**config.mk**
```make
export PLATFORM = sky130hd
export DESIGN_NAME = gmfps_cfg_regs
export DESIGN_NICKNAME = d
export VERILOG_FILES = /design/src/rtl/gmfps_pkg.sv /design/src/rtl/gmfps_cfg_regs.sv
export SDC_FILE = /design/constraint.sdc
export NUM_CORES = 1
export LEC_CHECK = 0
export ABC_AREA = 1
export BUFFER_PORTS_ARGS = -buffer_cell sky130_fd_sc_hd__buf_2
export CORE_MARGIN = 1.5
export CORE_UTILIZATION = 43
export CTS_CLUSTER_DIAMETER = 80
export DETAILED_ROUTE_END_ITERATION = 16
export GPL_ROUTABILITY_DRIVEN = 0
export PLACE_DENSITY_LB_ADDON = 0.2
export SLEW_MARGIN = 30
export SYNTH_ARGS = -nofsm -noshare
export SYNTH_HDL_FRONTEND = slang
export SYNTH_SLANG_ARGS = --single-unit
export TNS_END_PERCENT = 50
```
**constraint.sdc**
```tcl
create_clock -name clk -period 2.65 [get_ports clk]
set_input_delay 0.3975 -clock clk [delete_from_list [all_inputs] [get_ports clk]]
set_output_delay 0.3975 -clock clk [all_outputs]
set_load 0.05 [all_outputs]
```
**src/rtl/gmfps_pkg.sv**
```systemverilog
`timescale 1ns / 1ps

package gmfps_pkg;

  localparam int ELEM_W = 16;
  localparam int COST_W = 27;
  localparam int DIM_W  = 11;
  localparam int CFG_DW = 32;
  localparam int CFG_AW = 3;
  localparam int IN_DW  = 16;
  localparam int OUT_DW = 32;

  localparam int DEF_MAX_COLS = 1024;
  localparam int DEF_MAX_ROWS = 1024;

  // largest positive cost, start value of the bottom-row minimum
  localparam logic signed [COST_W-1:0] COST_MAX = {1'b0, {(COST_W-1){1'b1}}};

  typedef enum logic [0:0] {
    REG_GRID_COLS = 1'b0,
    REG_GRID_ROWS = 1'b1
  } reg_idx_t;

endpackage

```
**src/rtl/gmfps_cfg_regs.sv**
```systemverilog
`timescale 1ns / 1ps

module gmfps_cfg_regs #(
  parameter int MAX_COLS = gmfps_pkg::DEF_MAX_COLS,
  parameter int MAX_ROWS = gmfps_pkg::DEF_MAX_ROWS,
  parameter int CCNT_W   = ((MAX_COLS > 1) ? $clog2(MAX_COLS) : 1) + 1,
  parameter int RCNT_W   = ((MAX_ROWS > 1) ? $clog2(MAX_ROWS) : 1) + 1
) (
  input  logic                         clk,
  input  logic                         rst_n,
  input  logic                         cfg_psel,
  input  logic                         cfg_penable,
  input  logic                         cfg_pwrite,
  input  logic [gmfps_pkg::CFG_AW-1:0] cfg_paddr,
  input  logic [gmfps_pkg::CFG_DW-1:0] cfg_pwdata,
  output logic [gmfps_pkg::CFG_DW-1:0] cfg_prdata,
  output logic                         cfg_pready,
  output logic [CCNT_W-1:0]            cols_eff,
  output logic [RCNT_W-1:0]            rows_eff,
  output logic                         restart
);

  logic [gmfps_pkg::DIM_W-1:0] cols_r;
  logic [gmfps_pkg::DIM_W-1:0] rows_r;
  logic                        wr_go;
  gmfps_pkg::reg_idx_t         idx;
  logic [31:0]                 cols_ext;
  logic [31:0]                 rows_ext;
  logic [31:0]                 cols_clamp;
  logic [31:0]                 rows_clamp;

  assign cfg_pready = 1'b1;
  assign idx        = gmfps_pkg::reg_idx_t'(cfg_paddr[2]);
  assign wr_go      = cfg_psel & cfg_penable & cfg_pwrite & cfg_pready;

  always_ff @(posedge clk) begin
    if (!rst_n) begin
      cols_r <= gmfps_pkg::DIM_W'(1);
      rows_r <= gmfps_pkg::DIM_W'(1);
    end else if (wr_go) begin
      unique case (idx)
        gmfps_pkg::REG_GRID_COLS: cols_r <= cfg_pwdata[gmfps_pkg::DIM_W-1:0];
        gmfps_pkg::REG_GRID_ROWS: rows_r <= cfg_pwdata[gmfps_pkg::DIM_W-1:0];
        default: ;
      endcase
    end
  end

  // any register write abandons the grid in progress
  assign restart = wr_go;

  always_comb begin
    unique case (idx)
      gmfps_pkg::REG_GRID_COLS: cfg_prdata = gmfps_pkg::CFG_DW'(cols_r);
      gmfps_pkg::REG_GRID_ROWS: cfg_prdata = gmfps_pkg::CFG_DW'(rows_r);
      default:                  cfg_prdata = '0;
    endcase
  end

  // zero acts as one, anything above the bound acts as the bound
  assign cols_ext   = 32'(cols_r);
  assign rows_ext   = 32'(rows_r);
  assign cols_clamp = (cols_ext == 32'd0) ? 32'd1 :
                      (cols_ext > 32'(MAX_COLS)) ? 32'(MAX_COLS) : cols_ext;
  assign rows_clamp = (rows_ext == 32'd0) ? 32'd1 :
                      (rows_ext > 32'(MAX_ROWS)) ? 32'(MAX_ROWS) : rows_ext;
  assign cols_eff   = cols_clamp[CCNT_W-1:0];
  assign rows_eff   = rows_clamp[RCNT_W-1:0];

endmodule

```
# [After elaboration in Yosys (flattened, before gate mapping)]
# Index checks and enable logic that the tools add are counted.
# Widths: inputs -> output; s select.
[op_classes] n_div=0 n_shift=0 multipliers=0 reduce_logical=4 n_bitwise=3 eq_ne=0 magnitude_cmp=2 mux=5 add_sub_neg=0
[op_table] cell="$logic_not 32->1" count=2
[op_table] cell="$pmux 32 s2" count=1
[op_table] cell="$mux 11" count=4
[op_table] cell="$gt 11x11->1 const B" count=2
[op_table] cell="$reduce_and 2->1" count=2
[op_table] cell="$and 1x1->1" count=2
[op_table] cell="$not 1->1" count=1
[totals] n_memories=0 word_cells=16 ff_bits=22 latchBits=0 rom_bits=0 ram_bits=0 out_inout_bits=56

# [Depth between registers and ports, before layout]
# Gate-level depths: netlist of the first run.
[logic_depth] word_depth=3 depth_mapped=7 mapped_depth_nobuf=7

# [Worst setup path before layout of the first run]
# OpenSTA, ideal clock, no wires.
[synth_timing] path_type="input -> output" startpoint="in cfg_paddr[2] (netlist bit)" endpoint="out cfg_prdata[0] (netlist bit)" path_slack_ps=583 t_arrival_ps=1669 cell_stages=2 cell_sequence="clkbuf_1 o21ai_0"
[synth_via] elab_chain_cells=2
[synth_rtl] item="from (decl)" line="gmfps_cfg_regs.sv:14" source="input logic [gmfps_pkg::CFG_AW-1:0] cfg_paddr,"
[synth_rtl] item="$not 1->1"
[synth_rtl] item="$pmux 32 s2 *" line="gmfps_cfg_regs.sv:53" source="unique case (idx)"
[synth_rtl] item="to (decl)" line="gmfps_cfg_regs.sv:16" source="output logic [gmfps_pkg::CFG_DW-1:0] cfg_prdata,"
# Every way passes the cells marked *; elsewhere a longest branch is shown, timed or not. The select of a mux whose other input is x is not followed.

# [Worst setup path in the final report of the first run]
[layout_timing] startpoint="reg cols_r[9] (netlist bit)" endpoint="out cols_eff[7]"
[layout_via] elab_chain_cells=3
[layout_rtl] item="from (decl)" line="gmfps_cfg_regs.sv:23" source="logic [gmfps_pkg::DIM_W-1:0] cols_r;"
[layout_rtl] item="from (signal assigned)" line="gmfps_cfg_regs.sv:38" source="cols_r <= gmfps_pkg::DIM_W'(1);"
[layout_rtl] item="from (signal assigned)" line="gmfps_cfg_regs.sv:42" source="gmfps_pkg::REG_GRID_COLS: cols_r <= cfg_pwdata[gmfps_pkg::DIM_W-1:0];"
[layout_rtl] item="$gt 11x11->1" line="gmfps_cfg_regs.sv:64" source="(cols_ext > 32'(MAX_COLS)) ? 32'(MAX_COLS) : cols_ext;"
[layout_rtl] item="$mux 11" line="gmfps_cfg_regs.sv:64"
[layout_rtl] item="$mux 11 *" line="gmfps_cfg_regs.sv:63" source="assign cols_clamp = (cols_ext == 32'd0) ? 32'd1 :"
[layout_rtl] item="to (decl)" line="gmfps_cfg_regs.sv:18" source="output logic [CCNT_W-1:0] cols_eff,"
# Every way passes the cells marked *; elsewhere a longest branch is shown, timed or not.

==> results.py, run 1 <==
metrics = {
    "outcome": {
        "outcome": "complete, no violations",
    },
    "finish": {
        "post-route-util_pct": 54.1,
        "area_delta_synth_final_pct": 15.9,
        "drive_gt1_share_pct": 23.4,
        "fin_nets": 302,
        "seqCellArea_um2": 440,
        "antenna_cells": 0,
        "multiInputGateArea_um2": 652,
        "fillers": 312,
    },
    "timing": {
        "hold_viol_final": 0,
        "tns_ps": 0,
        "min_period_ps": 2020,
        "rsz0062_at_grt": "false",
        "worstMarginPinSlew_ps": 527,
        "max_freq_mhz": 496,
        "post-route-period-util_pct": 76.1,
        "slew_violations": 0,
        "skew_ps": 0,
        "fin_ws_ps": 633,
        "maxSlewHeadroom_pct": 64.7,
        "setup_violations": 0,
    },
    "grt": {
        "grt_pass1_wl_mm": 4.88,
        "antenna_found_initial": 0,
        "grt_overflow": 0,
        "grt_pass1_vias": 1115,
        "grt_use_total_pct": 18.3,
        "grt_max_degree": 25,
    },
    "setup_path": {
        "worst-endpoint-arrival_ps": 1620,
        "crit_slowest_cell": "nor2_1",
        "cp_data_required_time_ps": 2250,
        "slowest_delay_ps": 410,
        "startpoint_type": "flop",
        "crit_path_start": "cols_r[9]$_SDFFE_PN0P_",
        "endpoint_kind": "primary output",
        "r2r_setup_slack_ps": 1970,
        "rr_startpoint": "cols_r[10]$_SDFFE_PN0P_",
        "critPathMostFrequentCell": "nor2_1",
        "path_max_fanout": 8,
        "worstSetupPathType": "flop to primary output",
        "cp_cell_sequence": "inv_1, nand3_1, nor2_1, nor2_1, nor2_1, buf_2",
    },
    "power": {
        "p_per_area_nw_per_um2": 503,
        "leakage_nw": 0.847,
        "p_total_uw": 769,
        "ir_drop_mv": 0.370,
    },
    "die": {
        "core_area_um2": 2830,
        "start_util_pct": 46.7,
        "die_w_um": 58.4,
        "dieArea_um2": 3410,
        "die_h_um": 58.4,
        "ios": 96,
        "fp-row-count": 19,
    },
    "synthesis": {
        "synth_top_family_by_area": "simple AND/OR/NAND/NOR gates",
        "synthXorXnorAreaFrac_pct": 0,
        "synth_mux_area_share_pct": 0,
        "synth-seq-area-share_pct": 33.4,
        "ys_warn_count": 0,
        "synth-compound-area-share_pct": 12.7,
        "synthDistinctLibCells": 17,
        "synth-simple-area-share_pct": 30.4,
        "yosys.area_share.adder_pct": 0,
        "avgSynthCellArea_um2": 6.11,
        "netlist_area_um2": 1320,
        "postSynthCellCount": 216,
        "synth_seq_cells": 22,
    },
    "clocking": {
        "cts-root-buf": "clkbuf_4",
        "cts_tree": "yes",
        "cts_buffer_depth": 2,
        "cts_buffers": 3,
        "htree_levels": 1,
        "post_cts_buffers": 0,
        "ctsResizeCount": 0,
        "postCtsHoldBufs": 0,
        "cts.sinks": 22,
        "worstSkewPairLatency_ps": 300,
        "clk_pin_slew_ps": 120,
    },
    "routing": {
        "wl_per_cell_um": 10.6,
        "viasPerCell": 4.72,
        "vias": 1377,
        "drt_iter0_drc": 38,
        "wl_mm": 3.11,
        "dr.pass1.iters": 4,
        "ant_nets": 0,
        "drc": 0,
    },
    "run": {
        "maxCapViolCount": 0,
    },
    "place": {
        "io_buffers": 50,
        "dp_hpwl_mm": 2.40,
        "pre_cts_slack_ps": 935,
    },
    "min_path": {
        "hold_class": "input port to flop",
        "hp-start": "cfg_pwdata[5]",
    },
}
==> metal layers <==
| layer | global-route usage (%) | routed length [µm] | up-vias |
|---|---|---|---|
| met5 | 0 | 0 | - |
| met4 | 2.66 | 0 | 0 |
| met3 | 4.62 | 220 | 0 |
| met2 | 30.3 | 1470 | 55 |
| met1 | 24.6 | 1420 | 620 |
| li1 | - | - | 702 |
==> logic make-up after synthesis <==
kind of cell | count (synthesis)
buffers and inverters | 57
other | 2
flip-flops | 22
AND/OR/NAND/NOR | 102
AO/OA/AOI/OAI | 33
==> worst max-delay path, delay by kind of cell (launching register included) <==
| family | cells | cell delay, ps |
|---|---|---|
| DFF | 1 | 360 |
| and+or+nand+nor | 4 | 640 |
| buffers and inverters | 2 | 310 |
==> cell type report <==
| cell class | count | area share [%] |
|---|---|---|
| inverters | 26 | 6.38 |
| flip-flops and latches | 22 | 28.8 |
| repair buffers | 52 | 17.3 |
| multi-input cells | 157 | 42.6 |
| well taps | 31 | 2.53 |
| clock buffers | 4 | 2.37 |
==> per-stage QoR <==
stage          instance area (µm²)  instances  hold WS, ps
2_1_floorplan                 1400        236          472
3_5_place_dp                  1490        288          505
4_1_cts                       1530        292          320
5_1_grt                       1530        292          316
3_3_place_gp                  1490        288          505
6_report                      1530        292          326
==> power breakdown <==
part / internal (mW) / total [mW] / switching [mW]
Combinational: 0.0404 / 0.232 / 0.192
Sequential: 0.342 / 0.352 / 0.00963
Clock: 0.0839 / 0.185 / 0.101
Total: 0.467 / 0.769 / 0.302
==> cells in the final DEF (no fill, tap or decap), drive strengths merged <==
master / synthesis / final
nand2: 22 / 22
buf: 24 / 52
nand3: 6 / 6
dfxtp: 22 / 22
conb: 2 / 22
inv: 26 / 26
clkbuf: 7 / 4
o21ai: 32 / 32
nor2: 73 / 73
o211ai: 1 / 1
nor3: 1 / 1
==> worst paths after layout <==
kind,end,cells after the start
max reg2reg,cols_r[10]$_SDFFE_PN0P_,2
min reg2reg,rows_r[0]$_SDFFE_PN1P_,2
min,cols_r[5]$_SDFFE_PN0P_,3
max,cols_eff[7],6
==> synthesized netlist by cell type, drive strengths merged <==
cell    number  area, µm²
dfxtp       22        440
o211ai       1       7.51
nand3        6       35.0
nand2       22       82.6
nor2        73        279
conb         2       7.51
o21ai       32        160
buf         24        178
inv         26       97.6
nor3         1       5.00
clkbuf       7       27.5
==> flip-flops by register name, summed over array words and instances, names as in the netlist <==
signal and count:
cols_r 11, rows_r 11
Power figures use the tool's default switching activity.
==> inputs of run 2 (changes only) <==
CORE_UTILIZATION = 40   (was 43)
clock period = 2 ns   (was 2.65 ns; I/O delays follow)
==> run 2 against run 1 <==
Register-to-register slack got worse by 670 ps. First-iteration DRC count rose by 61%. Total power grew 28%. Wire length increased by 2.3%. Clock power increased by 11%. Highest routed layer is now met4. Setup slack got worse by 510 ps. Clock-buffer cell count decreased by 1. Worst hold slack lost 110 ps. Non-clock buffer count increased by 1.
==> results.py, run 2 (synthesized netlist as in run 1, its figures left out) <==
metrics = {
    "routing": {
        "drc": 0,
        "drt_iter0_drc": 61,
        "dr.pass1.iters": 4,
        "ant_nets": 0,
        "vias": 1348,
        "viasPerCell": 4.42,
        "wl_per_cell_um": 10.4,
        "wl_mm": 3.18,
    },
    "clocking": {
        "cts-root-buf": "clkbuf_4",
        "post_cts_buffers": 0,
        "cts_buffer_depth": 2,
        "worstSkewPairLatency_ps": 310,
        "clk_pin_slew_ps": 120,
        "cts_tree": "yes",
        "postCtsHoldBufs": 0,
        "cts_buffers": 3,
        "htree_levels": 1,
        "cts.sinks": 22,
    },
    "finish": {
        "antenna_cells": 0,
        "drive_gt1_share_pct": 24.9,
        "post-route-util_pct": 50.9,
        "layout_common_cells": "67 x nor2_1, 43 x buf_2, 31 x o21ai_0",
        "final_cell_area_um2": 1580,
        "layoutNonFillerInstCount": 305,
        "top_regs": "cols_r: 11 flops, rows_r: 11 flops",
        "multiInputGateArea_um2": 662,
        "fin_nets": 303,
        "area_delta_synth_final_pct": 19.6,
        "mostFrequentLayoutCell": "nor2_1",
        "seqCellArea_um2": 440,
        "fillers": 352,
    },
    "grt": {
        "grtUsageMet3_pct": 2.77,
        "grt_pass1_wl_mm": 4.81,
        "grt_overflow": 0,
        "antenna_found_initial": 0,
        "grt_use_met1_pct": 24.1,
        "grt_pass1_vias": 1107,
        "grtUsageMet2_pct": 29.7,
        "busiest_layer": "met2",
        "grt_max_degree": 25,
        "grt_use_total_pct": 17.9,
    },
    "setup_path": {
        "worstSetupPathType": "flop to primary output",
        "crit_path_start": "cols_r[4]$_SDFFE_PN0P_",
        "r2r-end": "cols_r[10]$_SDFFE_PN0P_",
        "path_max_fanout": 6,
        "crit_slowest_cell": "dfxtp_1",
        "critPathCapture": "cols_eff[3]",
        "crit_cells": 7,
        "endpoint_kind": "primary output",
        "cp_data_required_time_ps": 1700,
        "path_buf_inv": 2,
        "reg2reg_depth": 2,
        "critPathMostFrequentCell": "nor2_1",
        "startpoint_type": "flop",
        "r2r_setup_slack_ps": 1300,
        "rr_startpoint": "cols_r[10]$_SDFFE_PN0P_",
        "cp_cell_sequence": "nor2_2, nand3_1, nor2_1, nor2_1, buf_4, nor2_1, clkbuf_4",
        "worst-endpoint-arrival_ps": 1580,
        "critPathTopFamily": "simple AND/OR/NAND/NOR gates",
        "slowest_delay_ps": 350,
    },
    "run": {
        "maxCapViolCount": 0,
    },
    "power": {
        "p_per_area_nw_per_um2": 625,
        "ir_drop_mv": 0.292,
        "p_total_uw": 987,
        "leakage_nw": 0.847,
    },
    "die": {
        "core_area_um2": 3100,
        "die_h_um": 60.4,
        "die_w_um": 60.4,
        "dieArea_um2": 3650,
        "fp-row-count": 20,
        "ios": 96,
        "start_util_pct": 42.5,
    },
    "timing": {
        "rsz0062_at_grt": "true",
        "max_freq_mhz": 533,
        "min_period_ps": 1880,
        "hold_viol_final": 0,
        "slew_violations": 0,
        "skew_ps": 0,
        "post-route-period-util_pct": 93.8,
        "tns_ps": 0,
        "setup_violations": 0,
    },
    "place": {
        "dpl-instance-area_um2": 1520,
        "placed_cells": 302,
        "io_buffers": 50,
        "dp_hpwl_mm": 2.44,
    },
    "outcome": {
        "outcome": "complete, no violations",
    },
    "min_path": {
        "hold_class": "input port to flop",
    },
}
[run 2: changes by cell type in the layout (fill, tap and decap cells not counted), sizes merged]
cell,before,now
buf,52,51
clkbuf,4,5
[run 2: report_power, final]
| group | switching [mW] | leakage (nW) | internal, mW |
|---|---|---|---|
| clock network | 0.135 | 0.0138 | 0.0705 |
| logic | 0.255 | 0.655 | 0.0591 |
| registers | 0.0137 | 0.179 | 0.454 |
[run 2: layout make-up]
| type | instances | area share [%] |
|---|---|---|
| clock buffer | 3 | 1.43 |
| inverter | 26 | 6.18 |
| multi-input combinational | 157 | 41.9 |
| sequential | 22 | 27.9 |
| tap | 44 | 3.49 |
| timing repair buffer | 53 | 19.1 |
[run 2: worst min-delay path by stage]
stage	slack (ps)	from	to	cells past startpoint
after CTS	220	cfg_pwdata[10]	rows_r[10]$_SDFFE_PN0P_	3
after floorplan	430	cfg_pwdata[0]	rows_r[0]$_SDFFE_PN1P_	2
after global routing	220	cfg_pwdata[10]	rows_r[10]$_SDFFE_PN0P_	3
after global placement	500	rows_r[0]$_SDFFE_PN1P_	rows_r[0]$_SDFFE_PN1P_	2
after detailed placement	500	rows_r[0]$_SDFFE_PN1P_	rows_r[0]$_SDFFE_PN1P_	2
final	220	cfg_pwdata[10]	rows_r[10]$_SDFFE_PN0P_	3
[run 2: repair_timing]
item	CTS	global route
resized for setup	0	19
hold endpoints to repair	0	0
endpoints found under the setup margin	0	7
[run 2: worst min-delay path: cells and delay by family]
| kind | cells | cell delay [ps] |
|---|---|---|
| buffers and inverters | 1 | 90 |
| and+or+nand+nor | 2 | 120 |
[run 2: per-stage QoR]
| stage | hold WS, ps | setup slack [ps] |
|---|---|---|
| 2_1_floorplan | 426 | 128 |
| 6_report | 220 | 123 |
| 4_1_cts | 221 | 54.7 |
| 5_1_grt | 224 | -8.50 |
| 3_3_place_gp | 497 | 405 |
| 3_5_place_dp | 495 | 419 |
[run 2: metal layers]
metal  up-vias  part of all wire [%]
met4         0                   1.1
met3         6                   8.6
li1        699                     -
met5         -                     0
met1       573                    46
met2        70                    44
